<file path="src/rtl/core/kvht_pkg.sv">
// package: shared constants and types for the key-value hash table
package kvht_pkg;

    localparam int unsigned BUCKETS_DEF = 64;
    localparam int unsigned WAYS_DEF    = 4;
    localparam logic [63:0] GOLDEN64    = 64'h61C8864680B583EB;

    localparam int unsigned KEY_W   = 64;
    localparam int unsigned VAL_W   = 64;
    localparam int unsigned OP_W    = 2;
    localparam int unsigned STAT_W  = 2;
    localparam int unsigned TOTAL_W = 9;

    typedef enum logic [OP_W-1:0] {
        OP_PUT    = 2'd0,
        OP_GET    = 2'd1,
        OP_REMOVE = 2'd2,
        OP_CLEAR  = 2'd3
    } t_op;

    typedef enum logic [STAT_W-1:0] {
        ST_OK        = 2'd0,
        ST_NOT_FOUND = 2'd1,
        ST_FULL      = 2'd2
    } t_status;

    // controller to datapath
    typedef struct packed {
        logic load;     // capture request
        logic hash_lo;  // first half of the hash product
        logic hash_hi;  // second half, form bucket address
        logic rd;       // issue row read
        logic wr;       // commit update
        logic clr;      // clear all valid bits
    } t_cmd;

    // datapath to controller
    typedef struct packed {
        logic is_clear;
    } t_stat;

endpackage

</file>
<file path="src/rtl/core/kvht_ctrl.sv">
// controller: sequences hash, row read, update and result beat
module kvht_ctrl (
    input  logic           i_clk,
    input  logic           i_rst_n,
    input  logic           i_in_valid,
    output logic           o_in_ready,
    output logic           o_out_valid,
    input  logic           i_out_ready,
    input  kvht_pkg::t_stat i_stat,
    output kvht_pkg::t_cmd  o_cmd
);
    import kvht_pkg::*;

    typedef enum logic [5:0] {
        S_IDLE = 6'b000001,
        S_HLO  = 6'b000010,
        S_HHI  = 6'b000100,
        S_RD   = 6'b001000,
        S_WR   = 6'b010000,
        S_OUT  = 6'b100000
    } t_state;

    t_state r_state, n_state;

    // input is taken once the previous result has left
    assign o_in_ready  = (r_state == S_IDLE);
    assign o_out_valid = (r_state == S_OUT);

    always_comb begin
        n_state = r_state;
        o_cmd   = '0;
        case (r_state)
            S_IDLE: begin
                if (i_in_valid) begin
                    o_cmd.load = 1'b1;
                    n_state    = S_HLO;
                end
            end
            S_HLO: begin
                if (i_stat.is_clear) begin
                    o_cmd.clr = 1'b1;
                    n_state   = S_OUT;
                end else begin
                    o_cmd.hash_lo = 1'b1;
                    n_state       = S_HHI;
                end
            end
            S_HHI: begin
                o_cmd.hash_hi = 1'b1;
                n_state       = S_RD;
            end
            S_RD: begin
                o_cmd.rd = 1'b1;
                n_state  = S_WR;
            end
            S_WR: begin
                o_cmd.wr = 1'b1;
                n_state  = S_OUT;
            end
            S_OUT: begin
                if (i_out_ready) begin
                    n_state = S_IDLE;
                end
            end
            default: begin
                n_state = S_IDLE;
            end
        endcase
    end

    always_ff @(posedge i_clk) begin
        if (!i_rst_n) begin
            r_state <= S_IDLE;
        end else begin
            r_state <= n_state;
        end
    end
endmodule

</file>
<file path="config.mk">
export PLATFORM = sky130hd
export DESIGN_NAME = kvht_ctrl
export DESIGN_NICKNAME = d
export VERILOG_FILES = /design/src/rtl/core/kvht_pkg.sv /design/src/rtl/core/kvht_ctrl.sv
export SDC_FILE = /design/constraint.sdc
export NUM_CORES = 1
export LEC_CHECK = 0
export ABC_AREA = 0
export BUFFER_PORTS_ARGS = -buffer_cell sky130_fd_sc_hd__buf_4
export CELL_PAD_IN_SITES_DETAIL_PLACEMENT = 1
export CELL_PAD_IN_SITES_GLOBAL_PLACEMENT = 1
export CORE_AREA = 5 5 42 44
export CTS_CLUSTER_DIAMETER = 50
export DETAILED_ROUTE_END_ITERATION = 12
export DIE_AREA = 0 0 47 49
export PLACE_DENSITY = 0.71
export REMOVE_ABC_BUFFERS = 1
export SYNTH_ARGS = -nofsm -noshare
export SYNTH_HDL_FRONTEND = slang
export SYNTH_SLANG_ARGS = --single-unit
</file>
<file path="constraint.sdc">
create_clock -name i_clk -period 1.15 [get_ports i_clk]
set_input_delay 0.0575 -clock i_clk [delete_from_list [all_inputs] [get_ports i_clk]]
set_output_delay 0.0575 -clock i_clk [all_outputs]
set_load 0.005 [all_outputs]
</file>
Word level (Yosys, flattened, before mapping):

Cells that the tools add are included.
Widths: inputs -> output; s select.

* register bits: 6

* equal/unequal tests: 8
* mux-type cells: 13
* reductions and logical operators: 1

Operators by type and width (number)
* $pmux 6 s6: 1
* $mux 6: 3
* $mux 1: 9
* $eq 6x1->1 const B: 1
* $eq 6x2->1 const B: 1
* $eq 6x3->1 const B: 1
* $eq 6x4->1 const B: 1
* $eq 6x5->1 const B: 1
* $eq 6x6->1 const B: 1
* $ne 2x1->1 const B: 1
* $ne 2x2->1 const B: 1
* $reduce_and 2->1: 1

Longest topological paths before layout:

Gate-level depths: netlist of the first run.

* depth in word-level cells: 3
* mapped depth: 5

Least setup slack after synthesis of the first run:

No wires, ideal clock.

* path type: flip-flop to flip-flop
* start point: register r_state[4]
* end point: register r_state[4]
* library setup time: 0.122 ns
* data arrival time: 1.119 ns
* required time: 1.028 ns
* setup slack: -0.090 ns
* cell stages (with the launch flop): 4
* clock period less this slack: 1.240 ns
* cells stage by stage: dfxtp_1 buf_2 or3b_4 o311a_1

* cells in the longest elaborated chain, start to end: 3

Ends and longest elaborated chain
* from (decl): line kvht_ctrl.sv:23 `t_state r_state, n_state;`
* from (signal assigned): line kvht_ctrl.sv:75 `r_state <= n_state;`
* $eq 6x6->1 / $eq 6x1->1 (equally long branches): line kvht_ctrl.sv:32 `case (r_state)`
* $ne 2x1->1 (no source line) / $ne 2x2->1 (equally long branches)
* $reduce_and 2->1 (no source line)

Parallel ways exist; a longest one is shown, timed or not.
A chain may end at the register's enable or synchronous reset.

Final worst setup path of the first run:

* start point: register r_state[3]
* end point: output port o_out_valid

* cells in the longest elaborated chain, start to end: 1

Ends and longest elaborated chain
* $eq 6x6->1: line kvht_ctrl.sv:27 `assign o_out_valid = (r_state == S_OUT);`
* to (decl): line kvht_ctrl.sv:7 `output logic o_out_valid,`

No other way between the ends.

==> results of run 1 <==
==> area by class of cell <==
cell class	count	area (µm²)
fill	168	699
sequential	6	130
tap	16	20.0
inverter	2	7.51
multi-input combinational	33	279
clock buffer	3	22.5
timing repair buffer	28	243
==> metal layers <==
layer,vias up,GRT usage,routed length (µm)
met4,0,0.0829,27
li1,216,-,-
met1,191,0.124,491
met3,4,0.0295,52
met5,-,0,0
met2,11,0.192,576
==> placed cells by master, fill, tap and decap left out, types with 2 or more instances in the layout <==
cell      Yosys  final
o21ai_0       2      2
nor2_1        4      2
inv_1         2      2
nor2b_1       3      3
buf_4         1     19
nor3_1        3      2
buf_6         0      8
nor2_2        1      2
dfxtp_2       0      5
nor3b_1       3      2
clkbuf_4      0      3
==> worst register-to-register path: stages, from the launching register on <==
cell	delay [ns]
dfxtp_4	0.35
or3b_4	0.42
buf_6	0.14
o311a_1	0.28
==> kinds of logic (layout without fill, tap and decap cells) <==
| kind of cell | after synthesis | count (layout) | share of synthesized area |
|---|---|---|---|
| AO/OA/AOI/OAI | 9 | 9 | 0.215 |
| XOR/XNOR | 1 | 1 | 0.0235 |
| buffers and inverters | 4 | 33 | 0.0537 |
| flip-flops | 6 | 6 | 0.322 |
| AND/OR/NAND/NOR | 23 | 23 | 0.386 |
==> cells in the mapped netlist <==
cell type and n:
dfxtp_1 6, nor2_1 4, nor2b_1 3, nor3_1 3, nor3b_1 3, inv_1 2
nand3_1 2, o21ai_0 2, a21boi_1 1, a21o_1 1, and2_1 1, and3_1 1
and3b_1 1, buf_2 1, buf_4 1, nand4_1 1, nor2_2 1, o211ai_1 1
o21bai_1 1, o311a_1 1, o311ai_0 1, o31ai_4 1, or3_1 1, or3b_4 1
or4_4 1, xor2_1 1
==> through the flow <==
step           utilization  cells
6_report             0.501     88
3_3_place_gp         0.389     79
5_1_grt              0.501     88
2_1_floorplan            -     41
3_5_place_dp         0.389     79
4_1_cts              0.464     86
==> power groups by stage <==
stage / combinational (mW) / clock (mW) / sequential (mW)
finish: 0.201 / 0.184 / 0.225
CTS: 0.166 / 0.198 / 0.227
floorplan: 0.0666 / 0 / 0.231
global placement: 0.134 / 0 / 0.229
global route: 0.220 / 0.205 / 0.226
detailed placement: 0.137 / 0 / 0.229
==> what timing repair did <==
item,4_1_cts,5_1_grt
setup endpoints to repair,14,13
hold buffers,1,0
setup buffers,3,2
endpoints found under the hold margin,1,0
gates resized for setup,13,12
pin swaps,7,6
==> worst paths after layout <==
path	from	to	slack, ns	cells after the start
max reg2reg	r_state[4]	r_state[4]	-0.16	3
min	i_rst_n	r_state[3]	0.09	3
min reg2reg	r_state[2]	r_state[3]	0.63	3
max	r_state[3]	o_out_valid	-0.31	3
==> results.ini, run 1 <==
[critical_path]
crit_path_max_incr_delay_ns=0.55
crit_type=reg -> out
critPathMaxFanout=3
path_delay_family=simple AND/OR/NAND/NOR gates
slowest_stage=or4_4
critPathBufInv=1
start_kind=flop
critPathRequiredTime_ns=1.09
worstSetupEndpointType=output pin
arrival_ns=1.41
path_cells=or4_4 -> nor3b_2 -> buf_4

[logic_synthesis]
yosysTopAreaCell=dfxtp_1
synth.distinct_cells=26
synth.cell_area_um2=373
synthCells=43
yosysSeqAreaShare=0.322
yosysWarnings=0
ys_ff_latch=6
avgSynthCellArea_um2=8.67
synthDominantCellAreaShare=0.322
yosys-top-cells-area=dfxtp_1 32%, nor3b_1 6.0%, o31ai_4 5.7%

[global_route]
grt_max_degree=7
grt_overflow=0
antenna_found_initial=0
grt_usage=0.118
grt_pass1_wl_mm=1.94
grt_pass1_vias=489

[placement]
placed_area_um2=546
hpwlAfterDp_um=903
port_buffers=12
dpl_worst_slack_ns=-0.120
gp_congestion=0.707

[pwr]
p_total_mw=0.611
total_leakage_power_nw=0.336
vdd_ir_drop_max_mv=0.471
p_sw_frac=0.251
p_sw_mw=0.154
combPwrFrac=0.330
p_per_area_mw_per_mm2=870
p_int_mw=0.457
power_frac_seq=0.368
clock_power_share=0.302

[layout]
largest_register_ffs=6
layout.nets=79
design_area_um2=702
antennaDiodeCount=0
largestRegisters=r_state: 6 flops
syn2layout_area_growth_pct=88.3
regMostFlops=r_state
layout-drive-gt1-share=0.653

[floorplanning]
floorplan.initialDensity=0.266
core_area_mm2=0.00140
die_w_um=47
pin_count=13
dieArea_mm2=0.00230
rows=14
dieHeight_um=49

[routing]
avgViaCountPerCell=4.80
routed_wl_mm=1.15
wl_per_cell_um=13.0
vias=422
firstDrtPassIters=1
ant_nets=0
drt_iter0_drc=0
drc_errors=0

[sta]
finClkSkew_ns=0.00162
worst_pin_slew_ns=0.403
min_period_ns=1.46
finalHoldViolCount=0
hold-worst-slack_ns=0.0896
rsz0062_at_grt=yes
setup_violations=14
timing.fmax_mhz=683
setup_tns_ns=-2.53
final.period_utilization=1.27
fin_ws_ns=-0.314
slew_headroom=0.728
report.final.slew_viol_count=0

[outcome]
violations=negative setup slack
status=complete, but fails checks

[min_path]
hold_path_class=in -> reg

[clock_tree]
clock_latency_ns=0.24
cts_buffer_depth=2
cts_tree=built
cts.reportedPaths.clkPinSlew_ns=0.04
cts_buffers=3
htreeDepth=1
tritoncts_num_sinks=6
root_buffer=clkbuf_4

[job]
drv_cap=0

Note: power is estimated with default switching activity, not from simulation.
==> inputs of run 2 (changes only) <==
==> constraint.sdc (replaced) <==
create_clock -name i_clk -period 1.27 [get_ports i_clk]
set_input_delay 0.0635 -clock i_clk [delete_from_list [all_inputs] [get_ports i_clk]]
set_output_delay 0.0635 -clock i_clk [all_outputs]
set_load 0.005 [all_outputs]
==> run 2 against run 1 <==
  * The run still ends with negative setup slack left
  * Sequential share of layout area shrank 1.2 points
  * First-iteration DRC count grew 7
  * Hold slack gained 0.0034 ns
  * Register-to-register slack gained 0.09 ns
  * Cell area grew 9.3%
  * Worst setup slack gained 0.12 ns
  * Via count grew 10%
  * Largest power group unchanged
==> results.ini, run 2 (same netlist as run 1, synthesis figures left out) <==
[critical_path]
r2r-end=r_state[2]  ; was r_state[4]
start_kind=flop  ; unchanged
r2r_start=r_state[1]  ; was r_state[4]
critPathMaxFanout=3  ; unchanged
reg2reg_depth=4  ; was 3
crit_type=reg -> out  ; unchanged
reg2reg_slack_ns=-0.07  ; was -0.16 ns
critPathRequiredTime_ns=1.21  ; was 1.09 ns
worstSetupEndpointType=output pin  ; unchanged
arrival_ns=1.40  ; was 1.41 ns

[floorplanning]
dieArea_mm2=0.00230  ; unchanged
pin_count=13  ; unchanged
floorplan.initialDensity=0.266  ; unchanged
dieHeight_um=49  ; unchanged
die_w_um=47  ; unchanged
core_area_mm2=0.00140  ; unchanged
rows=14  ; unchanged

[pwr]
total_leakage_power_nw=0.359  ; was 0.336 nW
p_total_mw=0.567  ; was 0.611 mW
vdd_ir_drop_max_mv=0.361  ; was 0.471 mV
power_frac_seq=0.364  ; was 0.368
p_per_area_mw_per_mm2=739  ; was 870 mW/mm²
p_sw_mw=0.153  ; was 0.154 mW
combPwrFrac=0.327  ; was 0.330
p_sw_frac=0.270  ; was 0.251
clock_power_share=0.309  ; was 0.302
p_int_mw=0.413  ; was 0.457 mW

[routing]
ant_nets=0  ; unchanged
avgViaCountPerCell=4.99  ; was 4.80
vias=464  ; was 422
routed_wl_mm=1.48  ; was 1.15 mm
wl_per_cell_um=15.9  ; was 13.0 µm
firstDrtPassIters=3  ; was 1
drc_errors=0  ; unchanged
drt_iter0_drc=7  ; was 0

[sta]
final.period_utilization=1.15
timing.fmax_mhz=683
min_period_ns=1.46
fin_ws_ns=-0.195  ; was -0.314 ns
finClkSkew_ns=0.00188  ; was 0.00162 ns
rsz0062_at_grt=yes  ; unchanged
report.final.slew_viol_count=0  ; unchanged
finalHoldViolCount=0  ; unchanged
hold-worst-slack_ns=0.0930  ; was 0.0896 ns
worst_pin_slew_ns=0.303  ; was 0.403 ns
setup_violations=13  ; was 14
slew_headroom=0.795  ; was 0.728

[outcome]
violations=negative setup slack  ; unchanged
status=complete, but fails checks  ; unchanged

[global_route]
grt_pass1_wl_mm=2.05  ; was 1.94 mm
grt_pass1_vias=489  ; unchanged
grt_max_degree=7  ; unchanged
grt_overflow=0  ; unchanged
antenna_found_initial=0  ; unchanged
grt_usage=0.128  ; was 0.118

[layout]
ff_latch_area_um2=133  ; was 130 µm²
layout-drive-gt1-share=0.714  ; was 0.653
multi_input_area_um2=300  ; was 279 µm²
final_core_util=0.547  ; was 0.501
layout.nets=84  ; was 79
fillers=176  ; was 168
regMostFlops=r_state  ; unchanged
largestRegisters=r_state: 6 flops  ; unchanged
final_common_cell=buf_4  ; unchanged
layout_common_cells=23 x buf_4, 9 x buf_6, 4 x nor2_1, 4 x dfxtp_2, 3 x clkbuf_4  ; was 19 x buf_4, 8 x buf_6, 5 x dfxtp_2
antennaDiodeCount=0  ; unchanged
design_area_um2=767  ; was 702 µm²
largest_register_ffs=6  ; unchanged
syn2layout_area_growth_pct=106  ; was 88.3%
instances_no_fill=93  ; was 88

[placement]
gp_congestion=0.766  ; was 0.707
placed_cells=77  ; was 79
hpwlAfterDp_um=822  ; was 903 µm
placed_area_um2=531  ; was 546 µm²
port_buffers=12  ; unchanged

[min_path]
hp-start=i_rst_n  ; unchanged
hold_path_class=in -> reg  ; unchanged
hold_depth=3  ; unchanged
min_to=r_state[3]  ; unchanged

[clock_tree]
clock_latency_ns=0.24  ; about the same
tritoncts_num_sinks=6  ; unchanged
cts_buffers=3  ; unchanged
cts.reportedPaths.clkPinSlew_ns=0.04  ; about the same
cts_buffer_depth=2  ; unchanged
htreeDepth=1  ; unchanged
cts_tree=built  ; unchanged
root_buffer=clkbuf_4  ; unchanged

[job]
drv_cap=0  ; unchanged

-- run 2: cell types whose count changed in the layout (fill, tap and decap cells not counted), sizes merged --
cell	before	now
buf	27	32
-- run 2: worst max path at each step --
stage | start | end | depth (start not counted)
after floorplan | r_state[2] | r_state[4] | 2
after global placement | r_state[2] | o_out_valid | 3
after detailed placement | r_state[0] | o_cmd[5] | 4
after CTS | r_state[2] | o_out_valid | 3
after global routing | r_state[2] | o_out_valid | 3
final | r_state[2] | o_out_valid | 3
-- run 2: timing repair --
action	4_1_cts	5_1_grt
hold buffers	1	0
endpoints found under the setup margin	8	13
pin swaps	8	6
endpoints found under the hold margin	1	0
buffers inserted	7	6
resized for setup	19	15
-- run 2: area by class of cell --
class                   instances  share of cell area
multi-input cells              33               0.392
repair buffers                 33               0.370
inverters                       2             0.00979
well taps                      16              0.0261
clock buffers                   3              0.0294
flip-flops and latches          6               0.173
-- run 2: power groups by stage --
stage                     Combinational (mW)  Clock (mW)  Sequential [mW]
final                                  0.185       0.175            0.206
after global routing                   0.201       0.197            0.207
after CTS                              0.147       0.176            0.211
after detailed placement               0.115           0            0.209
after global placement                 0.113           0            0.209
after floorplan                       0.0603           0            0.209
-- run 2: through the flow --
stage               worst slack [ns]  setup TNS, ns
finish                        -0.195          -1.13
global route                  -0.254          -1.89
CTS                           -0.194         -0.854
detailed placement            0.0126              0
global placement              0.0176              0
floorplan                     0.0450              0
-- run 2: worst max-delay path, cell delays in order (launching register included) --
cell     delay (ns)
dfxtp_2        0.32
or4_4          0.55
nor3b_2        0.16
buf_4          0.12
-- run 2: routing by layer --
metal / GRT usage / up-vias / part of all wire
li1: - / 224 / -
met1: 0.137 / 225 / 0.39
met2: 0.199 / 11 / 0.54
met4: 0.0968 / 0 / 0.019
met3: 0.0406 / 4 / 0.043
met5: 0 / - / 0
==> inputs of run 3 (changes only) <==
--- a/config.mk
+++ b/config.mk
@@ -13,7 +13,7 @@
 export CTS_CLUSTER_DIAMETER = 50
 export DETAILED_ROUTE_END_ITERATION = 12
 export DIE_AREA = 0 0 47 49
-export PLACE_DENSITY = 0.71
+export PLACE_DENSITY_LB_ADDON = 0.1
 export REMOVE_ABC_BUFFERS = 1
 export SYNTH_ARGS = -nofsm -noshare
 export SYNTH_HDL_FRONTEND = slang
==> run 3 against run 2 <==
  * The run still ends with negative setup slack left
  * Final cell count unchanged
  * Global-route usage up 0.77 points
  * First-iteration DRC count down 71%
  * Critical path depth up 3
  * Hold slack worse by 0.0047 ns
  * Fmax down 2.9%
  * Critical path type unchanged
  * Critical endpoint is now o_cmd[0]
  * Largest cell class unchanged
==> results.ini, run 3 (same netlist as run 1, synthesis figures left out) <==
[floorplanning]
core_area_mm2=0.00140  ; unchanged
rows=14  ; unchanged
pin_count=13  ; unchanged
dieArea_mm2=0.00230  ; unchanged
floorplan.initialDensity=0.266  ; unchanged
dieHeight_um=49  ; unchanged
die_w_um=47  ; unchanged

[clock_tree]
cts_buffer_depth=2  ; unchanged
cts_tree=built  ; unchanged
tritoncts_num_sinks=6  ; unchanged
cts.reportedPaths.clkPinSlew_ns=0.05  ; was 0.04 ns
clock_latency_ns=0.25  ; was 0.24 ns
cts_buffers=3  ; unchanged
htreeDepth=1  ; unchanged
root_buffer=clkbuf_4  ; unchanged

[pwr]
p_per_area_mw_per_mm2=758  ; was 739 mW/mm²
total_leakage_power_nw=0.364  ; was 0.359 nW
clock_power_share=0.304  ; was 0.309
combPwrFrac=0.352  ; was 0.327
p_sw_frac=0.280  ; was 0.270
p_int_mw=0.429  ; was 0.413 mW
p_sw_mw=0.167  ; was 0.153 mW
power_frac_seq=0.344  ; was 0.364
vdd_ir_drop_max_mv=0.394  ; was 0.361 mV
p_total_mw=0.595  ; was 0.567 mW

[routing]
ant_nets=0  ; unchanged
routed_wl_mm=1.54  ; was 1.48 mm
drt_iter0_drc=2  ; was 7
wl_per_cell_um=16.6  ; was 15.9 µm
firstDrtPassIters=2  ; was 3
vias=463  ; was 464
avgViaCountPerCell=4.98  ; was 4.99
drc_errors=0  ; unchanged

[min_path]
hp-start=i_rst_n  ; unchanged
hold_depth=2  ; was 3
hold_path_class=in -> reg  ; unchanged
min_to=r_state[4]  ; was r_state[3]

[layout]
layout_common_cells=22 x buf_4, 10 x buf_6, 3 x clkbuf_4, 3 x dfxtp_4, 3 x dfxtp_2  ; was 23 x buf_4, 9 x buf_6, 4 x nor2_1, 4 x dfxtp_2, 3 x clkbuf_4
largest_register_ffs=6  ; unchanged
regMostFlops=r_state  ; unchanged
antennaDiodeCount=0  ; unchanged
syn2layout_area_growth_pct=111  ; was 106%
design_area_um2=786  ; was 767 µm²
layout-drive-gt1-share=0.779  ; was 0.714
layout.nets=84  ; unchanged
largestRegisters=r_state: 6 flops  ; unchanged
final_common_cell=buf_4  ; unchanged

[sta]
finClkSkew_ns=0.00151  ; was 0.00188 ns
report.final.slew_viol_count=0  ; unchanged
worst_pin_slew_ns=0.340  ; was 0.303 ns
final.period_utilization=1.19  ; was 1.15
min_period_ns=1.51  ; was 1.46 ns
finalHoldViolCount=0  ; unchanged
fin_ws_ns=-0.238  ; was -0.195 ns
setup_violations=13  ; unchanged
timing.fmax_mhz=663  ; was 683 MHz
rsz0062_at_grt=yes  ; unchanged
slew_headroom=0.770  ; was 0.795

[critical_path]
path_cells=buf_4 -> buf_6 -> nor3_4 -> nand4_1 -> inv_1 -> buf_4  ; was or4_4 -> nor3b_2 -> buf_4
r2r-end=r_state[0]  ; was r_state[2]
crit_type=reg -> out  ; unchanged
path_delay_family=buffers and inverters  ; was simple AND/OR/NAND/NOR gates
cp_common_cell=buf_4
reg2reg_depth=4  ; unchanged
reg2reg_slack_ns=-0.08  ; was -0.07 ns
r2r_start=r_state[2]  ; was r_state[1]
worstSetupEndpointType=output pin  ; unchanged
critPathRequiredTime_ns=1.21  ; about the same
critPathBufInv=4  ; was 1
critPathMaxFanout=5  ; was 3
arrival_ns=1.44  ; was 1.40 ns
start_kind=flop  ; unchanged
crit_path_max_incr_delay_ns=0.32  ; was 0.55 ns
slowest_stage=dfxtp_2  ; was or4_4

[outcome]
status=complete, but fails checks  ; unchanged
violations=negative setup slack  ; unchanged

[placement]
placed_area_um2=508  ; was 531 µm²
gp_congestion=0.771  ; was 0.766
hpwlAfterDp_um=876  ; was 822 µm
port_buffers=12  ; unchanged

[global_route]
grt_pass1_vias=481  ; was 489
antenna_found_initial=0  ; unchanged
grt_pass1_wl_mm=2.22  ; was 2.05 mm
grt_usage=0.136  ; was 0.128
grt_max_degree=7  ; unchanged
grt_overflow=0  ; unchanged

[job]
drv_cap=0  ; unchanged

-- run 3: repair_timing --
item | CTS | global route
pin swaps | 6 | 13
setup buffers | 7 | 8
gates resized for setup | 19 | 21
hold buffers | 1 | 0
endpoints found under the hold margin | 1 | 0
setup endpoints to repair | 13 | 13
-- run 3: how the worst max path moves through the flow --
stage                        endpoint  slack, ns  cells after the start        from
final                        o_cmd[0]      -0.24                      6  r_state[3]
after global routing         o_cmd[0]      -0.29                      6  r_state[3]
after CTS                 o_out_valid      -0.26                      3  r_state[3]
after detailed placement  o_out_valid      -0.12                      3  r_state[2]
after global placement     r_state[2]      -0.02                      3  r_state[2]
after floorplan            r_state[4]       0.05                      2  r_state[2]
-- run 3: stage by stage --
stage	util	hold slack, ns	setup TNS [ns]	setup WS [ns]	instances
floorplan	-	0.141	0	0.0450	41
global placement	0.363	0.261	-0.0368	-0.0247	74
detailed placement	0.363	0.259	-0.261	-0.116	74
CTS	0.471	0.0827	-1.10	-0.258	85
global route	0.561	0.0945	-2.24	-0.290	93
finish	0.561	0.0882	-1.55	-0.238	93
-- run 3: area by class of cell --
cell class	count	area (µm²)
fillers	161	616
multi-input cells	33	313
repair buffers	33	288
flip-flops and latches	6	135
clock buffers	3	22.5
well taps	16	20.0
inverters	2	7.51
-- run 3: worst reg2reg max path: stages, from the launching register on --
cell,delay [ns]
dfxtp_4,0.35
or3_4,0.40
buf_6,0.14
o31ai_4,0.27
a21o_1,0.13
-- run 3: layer usage --
layer / vias to the layer above / global-route usage / wire length, µm
li1: 229 / - / -
met1: 219 / 0.152 / 618
met2: 13 / 0.226 / 857
met3: 2 / 0.0332 / 44
met4: 0 / 0.0691 / 22
met5: - / 0 / 0
-- run 3: power groups by stage --
stage	Clock [mW]	Combinational (mW)	Sequential [mW]
finish	0.181	0.209	0.205
global placement	0	0.103	0.212
detailed placement	0	0.109	0.212
CTS	0.188	0.165	0.203
global route	0.198	0.225	0.205
floorplan	0	0.0603	0.209
